[src/sv/dps_pkg.sv]
// ----------------------------------------------------------------------------
// dps_pkg
// shared widths, defaults, port structs and sequencer states for the
// permutation-sum determinant core
// ----------------------------------------------------------------------------
`default_nettype none

package dps_pkg;

  localparam int MAX_SIZE_DEF = 4;   // default matrix order limit
  localparam int SIZE_W       = 3;   // matrix_size register width
  localparam int ELEM_W       = 12;  // one matrix entry
  localparam int DET_W        = 64;  // determinant width
  localparam int ADDR_W       = 5;   // store address, covers up to 5x5
  localparam int IN_TDATA_W   = 16;  // entry padded to whole bytes

  // store write request from the front end
  typedef struct packed {
    logic                     en;
    logic [ADDR_W-1:0]        addr;
    logic signed [ELEM_W-1:0] data;
  } dps_wr_t;

  // queued determinant job
  typedef struct packed {
    logic              valid;
    logic [SIZE_W-1:0] size;
  } dps_job_t;

  typedef enum logic [2:0] {
    ST_IDLE,
    ST_SEL,
    ST_MUL,
    ST_ACC,
    ST_OUT
  } dps_state_t;

endpackage

`default_nettype wire

[src/sv/dps_front.sv]
// ----------------------------------------------------------------------------
// dps_front
// accepts entries, counts them into the store and queues a job per matrix
// ----------------------------------------------------------------------------
`default_nettype none

module dps_front #(
  parameter int MAX_SIZE = dps_pkg::MAX_SIZE_DEF
) (
  input  logic                            clk,
  input  logic                            rst_n,
  input  logic                            cfg_wr_en,
  input  logic [dps_pkg::SIZE_W-1:0]      cfg_wr_data,
  input  logic                            in_tvalid,
  output logic                            in_tready,
  input  logic [dps_pkg::IN_TDATA_W-1:0]  in_tdata,
  input  logic                            back_busy,
  input  logic                            job_pop,
  output dps_pkg::dps_wr_t                wr,
  output dps_pkg::dps_job_t               job
);

  localparam int LCW = $clog2(MAX_SIZE * MAX_SIZE + 1);

  logic [dps_pkg::SIZE_W-1:0] size_r, size_nxt;
  logic [LCW-1:0]             load_r, load_nxt;
  logic                       job_valid_r, job_valid_nxt;
  logic [dps_pkg::SIZE_W-1:0] job_size_r, job_size_nxt;

  logic [dps_pkg::SIZE_W-1:0] eff_size;
  logic [LCW-1:0]             total;
  logic [LCW-1:0]             idx;
  logic                       accept;

  // zero counts as one, anything above the limit as the limit
  always_comb begin
    if (size_r == '0) begin
      eff_size = dps_pkg::SIZE_W'(1);
    end else if (size_r > dps_pkg::SIZE_W'(MAX_SIZE)) begin
      eff_size = dps_pkg::SIZE_W'(MAX_SIZE);
    end else begin
      eff_size = size_r;
    end
  end

  assign total     = LCW'(eff_size) * LCW'(eff_size);
  assign in_tready = !job_valid_r && !back_busy;
  assign accept    = in_tvalid && in_tready;
  assign idx       = (load_r >= total) ? '0 : load_r;

  always_comb begin
    size_nxt      = size_r;
    load_nxt      = load_r;
    job_valid_nxt = job_valid_r;
    job_size_nxt  = job_size_r;
    if (job_pop) begin
      job_valid_nxt = 1'b0;
    end
    if (cfg_wr_en) begin
      size_nxt = cfg_wr_data;
      load_nxt = '0;
    end else if (accept) begin
      if (idx + LCW'(1) == total) begin
        load_nxt      = '0;
        job_valid_nxt = 1'b1;
        job_size_nxt  = eff_size;
      end else begin
        load_nxt = idx + LCW'(1);
      end
    end
  end

  always_ff @(posedge clk) begin
    if (!rst_n) begin
      size_r      <= dps_pkg::SIZE_W'(3);
      load_r      <= '0;
      job_valid_r <= 1'b0;
    end else begin
      size_r      <= size_nxt;
      load_r      <= load_nxt;
      job_valid_r <= job_valid_nxt;
    end
  end

  always_ff @(posedge clk) begin
    job_size_r <= job_size_nxt;
  end

  always_comb begin
    wr.en    = accept;
    wr.addr  = dps_pkg::ADDR_W'(idx);
    wr.data  = in_tdata[dps_pkg::ELEM_W-1:0];
    job.valid = job_valid_r;
    job.size  = job_size_r;
  end

endmodule

`default_nettype wire

[src/sv/dps_back.sv]
// ----------------------------------------------------------------------------
// dps_back
// entry store and permutation sequencer: each row product takes a select
// and a multiply state, permutations walked as a mixed-radix lehmer code
// ----------------------------------------------------------------------------
`default_nettype none

module dps_back #(
  parameter int MAX_SIZE = dps_pkg::MAX_SIZE_DEF
) (
  input  logic                          clk,
  input  logic                          rst_n,
  input  dps_pkg::dps_wr_t              wr,
  input  dps_pkg::dps_job_t             job,
  output logic                          job_pop,
  output logic                          back_busy,
  output logic                          out_tvalid,
  input  logic                          out_tready,
  output logic [dps_pkg::DET_W-1:0]     out_tdata
);

  localparam int DEPTH = MAX_SIZE * MAX_SIZE;
  localparam int AW    = (MAX_SIZE > 1) ? $clog2(DEPTH) : 1;
  localparam int CW    = (MAX_SIZE > 1) ? $clog2(MAX_SIZE) : 1;
  localparam int SW    = dps_pkg::SIZE_W;
  localparam int DW    = dps_pkg::DET_W;
  localparam int EW    = dps_pkg::ELEM_W;

  logic signed [EW-1:0] store [DEPTH];
  logic signed [EW-1:0] rd_data_r;

  dps_pkg::dps_state_t  state_r, state_nxt;
  logic [SW-1:0]        n_r, n_nxt;
  logic [CW-1:0]        dig_r [MAX_SIZE];
  logic [CW-1:0]        dig_nxt [MAX_SIZE];
  logic [CW-1:0]        row_r, row_nxt;
  logic [AW-1:0]        base_r, base_nxt;
  logic [MAX_SIZE-1:0]  used_r, used_nxt;
  logic signed [DW-1:0] prod_r, prod_nxt;
  logic signed [DW-1:0] acc_r, acc_nxt;
  logic                 out_valid_r, out_valid_nxt;
  logic [DW-1:0]        out_data_r, out_data_nxt;

  logic [CW-1:0]        sel_c;
  logic [CW:0]          zcnt;
  logic                 found;
  logic [AW-1:0]        rd_addr;
  logic                 par;
  logic                 carry;
  logic                 last_row;
  logic                 out_free;

  assign out_free = !out_valid_r || out_tready;
  assign last_row = ({{(SW > CW ? SW - CW : 1){1'b0}}, row_r} ==
                     (SW > CW ? SW - CW + CW : CW + 1)'(n_r - SW'(1)));

  // column for this row: the digit-th free column
  always_comb begin
    sel_c = '0;
    zcnt  = '0;
    found = 1'b0;
    for (int c = 0; c < MAX_SIZE; c++) begin
      if (SW'(c) < n_r && !used_r[c] && !found) begin
        if (zcnt == (CW + 1)'(dig_r[row_r])) begin
          sel_c = CW'(c);
          found = 1'b1;
        end
        zcnt = zcnt + (CW + 1)'(1);
      end
    end
  end

  assign rd_addr = base_r + AW'(sel_c);

  // lehmer digit sum equals the inversion count
  always_comb begin
    par = 1'b0;
    for (int i = 0; i < MAX_SIZE; i++) begin
      par = par ^ dig_r[i][0];
    end
  end

  // next state
  always_comb begin
    state_nxt = state_r;
    unique case (state_r)
      dps_pkg::ST_IDLE: if (job.valid) state_nxt = dps_pkg::ST_SEL;
      dps_pkg::ST_SEL:  state_nxt = dps_pkg::ST_MUL;
      dps_pkg::ST_MUL:  state_nxt = last_row ? dps_pkg::ST_ACC : dps_pkg::ST_SEL;
      dps_pkg::ST_ACC:  state_nxt = carry ? dps_pkg::ST_OUT : dps_pkg::ST_SEL;
      dps_pkg::ST_OUT:  if (out_free) state_nxt = dps_pkg::ST_IDLE;
      default:          state_nxt = dps_pkg::ST_IDLE;
    endcase
  end

  // datapath and outputs
  always_comb begin
    n_nxt         = n_r;
    row_nxt       = row_r;
    base_nxt      = base_r;
    used_nxt      = used_r;
    prod_nxt      = prod_r;
    acc_nxt       = acc_r;
    out_data_nxt  = out_data_r;
    out_valid_nxt = out_valid_r && !out_tready;
    job_pop       = 1'b0;
    carry         = 1'b1;
    for (int i = 0; i < MAX_SIZE; i++) begin
      dig_nxt[i] = dig_r[i];
    end
    unique case (state_r)
      dps_pkg::ST_IDLE: begin
        if (job.valid) begin
          job_pop  = 1'b1;
          n_nxt    = job.size;
          acc_nxt  = '0;
          row_nxt  = '0;
          base_nxt = '0;
          used_nxt = '0;
          prod_nxt = DW'(1);
          for (int i = 0; i < MAX_SIZE; i++) begin
            dig_nxt[i] = '0;
          end
        end
      end
      dps_pkg::ST_SEL: begin
        used_nxt = used_r | (MAX_SIZE'(1) << sel_c);
      end
      dps_pkg::ST_MUL: begin
        prod_nxt = DW'(prod_r * DW'(rd_data_r));
        row_nxt  = row_r + CW'(1);
        base_nxt = base_r + AW'(n_r);
      end
      dps_pkg::ST_ACC: begin
        acc_nxt = par ? (acc_r - prod_r) : (acc_r + prod_r);
        for (int i = MAX_SIZE - 1; i >= 0; i--) begin
          if (SW'(i) < n_r && carry) begin
            if (SW'(dig_r[i]) == n_r - SW'(1) - SW'(i)) begin
              dig_nxt[i] = '0;
            end else begin
              dig_nxt[i] = dig_r[i] + CW'(1);
              carry      = 1'b0;
            end
          end
        end
        row_nxt  = '0;
        base_nxt = '0;
        used_nxt = '0;
        prod_nxt = DW'(1);
      end
      dps_pkg::ST_OUT: begin
        if (out_free) begin
          out_valid_nxt = 1'b1;
          out_data_nxt  = acc_r;
        end
      end
      default: ;
    endcase
  end

  always_ff @(posedge clk) begin
    if (wr.en) begin
      store[wr.addr[AW-1:0]] <= wr.data;
    end
    if (state_r == dps_pkg::ST_SEL) begin
      rd_data_r <= store[rd_addr];
    end
  end

  always_ff @(posedge clk) begin
    if (!rst_n) begin
      state_r     <= dps_pkg::ST_IDLE;
      out_valid_r <= 1'b0;
      acc_r       <= '0;
    end else begin
      state_r     <= state_nxt;
      out_valid_r <= out_valid_nxt;
      acc_r       <= acc_nxt;
    end
  end

  always_ff @(posedge clk) begin
    n_r        <= n_nxt;
    row_r      <= row_nxt;
    base_r     <= base_nxt;
    used_r     <= used_nxt;
    prod_r     <= prod_nxt;
    out_data_r <= out_data_nxt;
    for (int i = 0; i < MAX_SIZE; i++) begin
      dig_r[i] <= dig_nxt[i];
    end
  end

  assign back_busy  = (state_r != dps_pkg::ST_IDLE);
  assign out_tvalid = out_valid_r;
  assign out_tdata  = out_data_r;

endmodule

`default_nettype wire

[src/sv/determinant_by_permutation_sum_core.sv]
// ----------------------------------------------------------------------------
// determinant_by_permutation_sum_core
// leibniz determinant of a square matrix of up to MAX_SIZE rows
// ----------------------------------------------------------------------------
// usage
//   in_*  : one matrix entry per request, row-major, signed 12 bits in the
//           low bits of in_tdata; after the last of n*n entries the matrix
//           is handed to the sequencer
//   out_* : one determinant request per matrix, signed 64 bits
//   cfg_* : writing cfg_wr_data sets the order n (0 taken as 1, above
//           MAX_SIZE taken as MAX_SIZE) and restarts loading
// sequencing
//   an entry is taken when in_tvalid and in_tready are both high; after the
//   last entry the sequencer walks all n! permutations, and the single 64x12
//   multiplier folds in one row per select and multiply state pair
//   entries of the next matrix are refused until the sequencer finishes
// reset
//   n returns to 3, the load count clears and no result is pending;
//   the entry store is not cleared
// stalls
//   the result waits in an output register; the sequencer goes idle and
//   loading resumes while out_tready is low
// ----------------------------------------------------------------------------
`default_nettype none

module determinant_by_permutation_sum_core #(
  parameter int MAX_SIZE = dps_pkg::MAX_SIZE_DEF
) (
  input  logic                            clk,
  input  logic                            rst_n,
  input  logic                            cfg_wr_en,
  input  logic [dps_pkg::SIZE_W-1:0]      cfg_wr_data,     // matrix_size
  input  logic                            in_tvalid,
  output logic                            in_tready,
  input  logic [dps_pkg::IN_TDATA_W-1:0]  in_tdata,        // [11:0] elem_value
  output logic                            out_tvalid,
  input  logic                            out_tready,
  output logic [dps_pkg::DET_W-1:0]       out_tdata        // [63:0] det_value
);

  dps_pkg::dps_wr_t  wr;
  dps_pkg::dps_job_t job;
  logic              job_pop;
  logic              back_busy;

  // front end: counting and the one-deep job queue
  dps_front #(
    .MAX_SIZE (MAX_SIZE)
  ) u_front (
    .clk         (clk),
    .rst_n       (rst_n),
    .cfg_wr_en   (cfg_wr_en),
    .cfg_wr_data (cfg_wr_data),
    .in_tvalid   (in_tvalid),
    .in_tready   (in_tready),
    .in_tdata    (in_tdata),
    .back_busy   (back_busy),
    .job_pop     (job_pop),
    .wr          (wr),
    .job         (job)
  );

  // back end: store, permutation walk and output register
  dps_back #(
    .MAX_SIZE (MAX_SIZE)
  ) u_back (
    .clk        (clk),
    .rst_n      (rst_n),
    .wr         (wr),
    .job        (job),
    .job_pop    (job_pop),
    .back_busy  (back_busy),
    .out_tvalid (out_tvalid),
    .out_tready (out_tready),
    .out_tdata  (out_tdata)
  );

endmodule

`default_nettype wire

[config.mk]
export PLATFORM = sky130hd
export DESIGN_NAME = determinant_by_permutation_sum_core
export DESIGN_NICKNAME = d
export VERILOG_FILES = /design/src/sv/dps_pkg.sv /design/src/sv/dps_front.sv /design/src/sv/dps_back.sv /design/src/sv/determinant_by_permutation_sum_core.sv
export SDC_FILE = /design/constraint.sdc
export NUM_CORES = 2
export LEC_CHECK = 0
export BUFFER_PORTS_ARGS = -buffer_cell sky130_fd_sc_hd__buf_2
export CORE_MARGIN = 5
export CORE_UTILIZATION = 45
export DETAILED_ROUTE_END_ITERATION = 12
export GPL_ROUTABILITY_DRIVEN = 1
export HOLD_SLACK_MARGIN = 0.06
export PLACE_DENSITY = 0.59
export SLEW_MARGIN = 30
export SYNTH_ARGS = -nofsm -noshare
export SYNTH_HDL_FRONTEND = slang
export SYNTH_SLANG_ARGS = --single-unit
export TNS_END_PERCENT = 20
[constraint.sdc]
create_clock -name clk -period 7.1 [get_ports clk]
set_input_delay 0.355 -clock clk [delete_from_list [all_inputs] [get_ports clk]]
set_output_delay 0.355 -clock clk [all_outputs]
set_load 0.02 [all_outputs]
==> metrics.csv <==
metric,value,unit
maximum root-to-sink buffer count,3,
Placeable Area,95200,um2
post-detailed-placement half-perimeter wirelength,86000,um
commonest register cell after synthesis,sky130_fd_sc_hd__edfxtp_1,
CTS tree,done,
number of vias per cell,5.37,
"synthesized-area fraction occupied by ao, oa, aoi and oai cells",8.65,%
Rel. slew slack,37.3,%
WL final,113000,um
largest net degree at the start of global routing,62,
sort of element at the start of the critical path,register,
standard-cell rows,113,
number of max-slew violations in the final report,0,
Die W,320,um
most frequent cell after synthesis,sky130_fd_sc_hd__inv_1,
Residual DRC,0,
DP Worst Slack,0.237,ns
setup-violating endpoint count in the final report,0,
count of antenna diodes in the layout,0,
effective utilization at floorplan,45.4,%
worst min-delay path category,input pin to register,
final net count,5232,
Final min period,6.81,ns
Post-Synthesis Net Count,5189,
vias post-DR,30800,
number of port buffers,85,
run status,finished clean,
leading post-synthesis cells by cell area,"sky130_fd_sc_hd__fa_1 (26%), sky130_fd_sc_hd__edfxtp_1 (25%), sky130_fd_sc_hd__ha_1 (6.3%)",
latest clock arrival within the worst-skew pair,0.63,ns
Seq cells post-synth,435,
ports placed on the boundary,90,
maximum frequency from static timing analysis,0.147,GHz
max-capacitance violation count,0,
Post-Syn Area per Cell,9.85,um2
dominant combinational cell family by area after synthesis,adder cells,
number of enable-type register cells in the synthesized netlist,356,
share of the clock period used by the worst path after layout,95.9,%
"Worst Path Class, Setup",register to register,
synthesized-area fraction occupied by and/or/nand/nor cells,14.2,%
wire length of the first global-routing pass,183000,um
adder and majority cell fraction of the synthesized area,32.5,%
number of antenna violations at the first check in global routing,5,
total leakage power,0.0209,uW
Placer Congestion,0.877,
part of the Yosys area used for sequential elements,28.4,%
Worst Skew,0.0298,ns
total track usage,22.5,%
via count of the first global-routing pass,32300,
die area,102000,um2
ranking of synthesized cells by instance count,"sky130_fd_sc_hd__inv_1 (679), sky130_fd_sc_hd__nand2_1 (670), sky130_fd_sc_hd__fa_1 (563)",
power density over the cells,239,nW/um2
multiplexer share of the synthesized area,3.51,%
setup repair after global routing missed its margin,false,
Post-Synth XOR/XNOR Area,4.52,%
number of filler cells placed in the layout,8780,
share of cells above drive strength 1,9.25,%
1st-pass router iterations,5,
GRT Residual Overflow,0,
slack of the critical path,0.291,ns
instance count of the mapped netlist,4383,
post-route setup TNS,0,ns
Syn. warnings,0,
count of endpoints failing hold in the final timing report,0,
routed len/inst,19.7,um
number of antenna-violating nets in the routed design,0,
post-synth design cell area,43200,um2
Starting DRT DRC Count,2029,
Num CTS Buffers,49,
CP Data Arrival Time,7.16,ns
dominant cell type by area after synthesis,sky130_fd_sc_hd__fa_1,
required time at the worst-slack endpoint,7.46,ns
clk slew on worst S/H paths,0.07,ns
area overhead of the layout relative to synthesis,9.81,%
proportion of synthesized flip-flops having asynchronous set or reset,0,%
overall die height,320,um
# H-tree levels,2,
Sink Count,435,
crit end category,register,
maximum fanout encountered on the critical timing path,31,
number of distinct library cell variants in the gate-level netlist after synthesis,77,
Worst-Margin Slew,0.940,ns
proportion of netlist area held by the largest area contributor,26.1,%
Root Buffer Master,sky130_fd_sc_hd__clkbuf_16,
VDD IR max,0.000185,V
[worst max-delay path, cell delays in order, from the launching register on]
cell,delay (ns)
sky130_fd_sc_hd__edfxtp_1,0.37
sky130_fd_sc_hd__buf_12,0.24
sky130_fd_sc_hd__buf_4,0.36
sky130_fd_sc_hd__nand2_1,0.12
sky130_fd_sc_hd__fa_1,0.48
sky130_fd_sc_hd__fa_1,0.53
sky130_fd_sc_hd__inv_1,0.06
sky130_fd_sc_hd__fa_1,0.46
sky130_fd_sc_hd__fa_1,0.52
sky130_fd_sc_hd__inv_1,0.05
sky130_fd_sc_hd__fa_1,0.47
sky130_fd_sc_hd__inv_1,0.04
sky130_fd_sc_hd__ha_1,0.32
sky130_fd_sc_hd__a21o_1,0.17
sky130_fd_sc_hd__a21o_1,0.16
sky130_fd_sc_hd__a21o_1,0.20
sky130_fd_sc_hd__a2111oi_0,0.44
sky130_fd_sc_hd__buf_4,0.22
sky130_fd_sc_hd__nor3_1,0.06
sky130_fd_sc_hd__nor4_1,0.27
sky130_fd_sc_hd__buf_4,0.16
sky130_fd_sc_hd__a21oi_1,0.10
sky130_fd_sc_hd__o32ai_1,0.24
sky130_fd_sc_hd__buf_4,0.16
sky130_fd_sc_hd__xor2_1,0.21
sky130_fd_sc_hd__nor2_1,0.09
[state kept, by name, indices dropped and copies added, names as in the netlist, 3 cells and up, named ones only]
signal              count
u_back.used_r           4
u_front.size_r          3
u_front.load_r          5
u_back.dig_r            8
u_back.state_r          3
u_front.job_size_r      3
u_back.n_r              3
u_back.out_tdata       64
u_back.acc_r           64
u_back.base_r           4
u_back.rd_data_r       12
u_back.prod_r          64
u_back.store          192
[through the flow]
step	power (uW)	std cells	utilization, %	area [um2]	hold slack [ns]
floorplan	6990	4383	-	43200	0.400
global placement	8790	5631	48.0	45700	0.402
detailed placement	8790	5632	48.0	45700	0.410
CTS	11400	5729	49.8	47400	0.0636
global route	12300	5731	49.8	47400	0.0888
finish	11300	5731	49.8	47400	0.105
[cell families (layout without fill, tap and decap cells)]
group,Yosys count,in the layout
DFF,435,435
adders and majority gates,783,783
xor gates and xnor gates,220,220
buffers and inverters,936,1019
other,1,1
muxes,74,74
AOI/OAI and AO/OA,590,590
and+or+nand+nor,1344,1344
[where the power goes]
part | total, uW | leakage (uW) | switching [uW] | internal (uW)
Combinational | 6000 | 0.0162 | 3460 | 2540
Sequential | 2800 | 0.00396 | 28.2 | 2770
Clock | 2540 | 0.000773 | 1110 | 1420
[layer usage]
layer / GRT usage, % / up-vias / share of wire [%]
met1: 31.0 / 15600 / 44
met4: 4.59 / 0 / 2.1
met3: 2.87 / 152 / 5.4
li1: - / 14200 / -
met5: 0 / - / 0
met2: 38.5 / 750 / 49
[cell type report]
type                       instances  area (um2)  area share, %
multi-input combinational       3012       27400           57.9
sequential                       435       12300           25.9
inverter                         679        2550           5.38
timing repair buffer             249        1950           4.11
tap                             1265        1580           3.34
clock buffer                      62        1290           2.73
clock inverter                    29         299          0.631
[timing repair]
action,in CTS,in global routing
hold buffers,6,0
setup buffers,0,2
setup endpoints to repair,0,3
endpoints found under the hold margin,3,0
gates resized for setup,0,4
[placed cells by master, fill, tap and decap left out, types with 29 or more instances in the layout]
cell type / n
sky130_fd_sc_hd__inv_1: 678
sky130_fd_sc_hd__nand2_1: 669
sky130_fd_sc_hd__fa_1: 562
sky130_fd_sc_hd__edfxtp_1: 356
sky130_fd_sc_hd__ha_1: 218
sky130_fd_sc_hd__nor2_1: 213
sky130_fd_sc_hd__and2_1: 179
sky130_fd_sc_hd__a21oi_1: 166
sky130_fd_sc_hd__o21ai_0: 149
sky130_fd_sc_hd__buf_4: 134
sky130_fd_sc_hd__xnor2_1: 125
sky130_fd_sc_hd__a21o_1: 91
sky130_fd_sc_hd__xor2_1: 90
sky130_fd_sc_hd__buf_2: 85
sky130_fd_sc_hd__dfxtp_1: 79
sky130_fd_sc_hd__mux4_2: 62
sky130_fd_sc_hd__nand3_1: 60
sky130_fd_sc_hd__clkbuf_16: 49
sky130_fd_sc_hd__nor3_1: 46
sky130_fd_sc_hd__and3_1: 30
sky130_fd_sc_hd__nand2b_1: 29
sky130_fd_sc_hd__nand4_1: 29
[worst paths after layout]
kind,from,cells after the start,slack [ns],end
worst max register to register,u_back.rd_data_r[5]$_DFFE_PN_,25,0.29,u_back.prod_r[61]$_SDFFCE_PN0P_
worst min register to register,u_front.job_size_r[2]$_DFFE_PP_,0,0.42,u_back.n_r[2]$_DFFE_PP_
worst max-delay path,u_back.rd_data_r[5]$_DFFE_PN_,25,0.29,u_back.prod_r[61]$_SDFFCE_PN0P_
worst min-delay path,in_tdata[11],1,0.10,u_back.store[12][11]$_DFFE_PP_
Power figures use the tool's default switching activity.
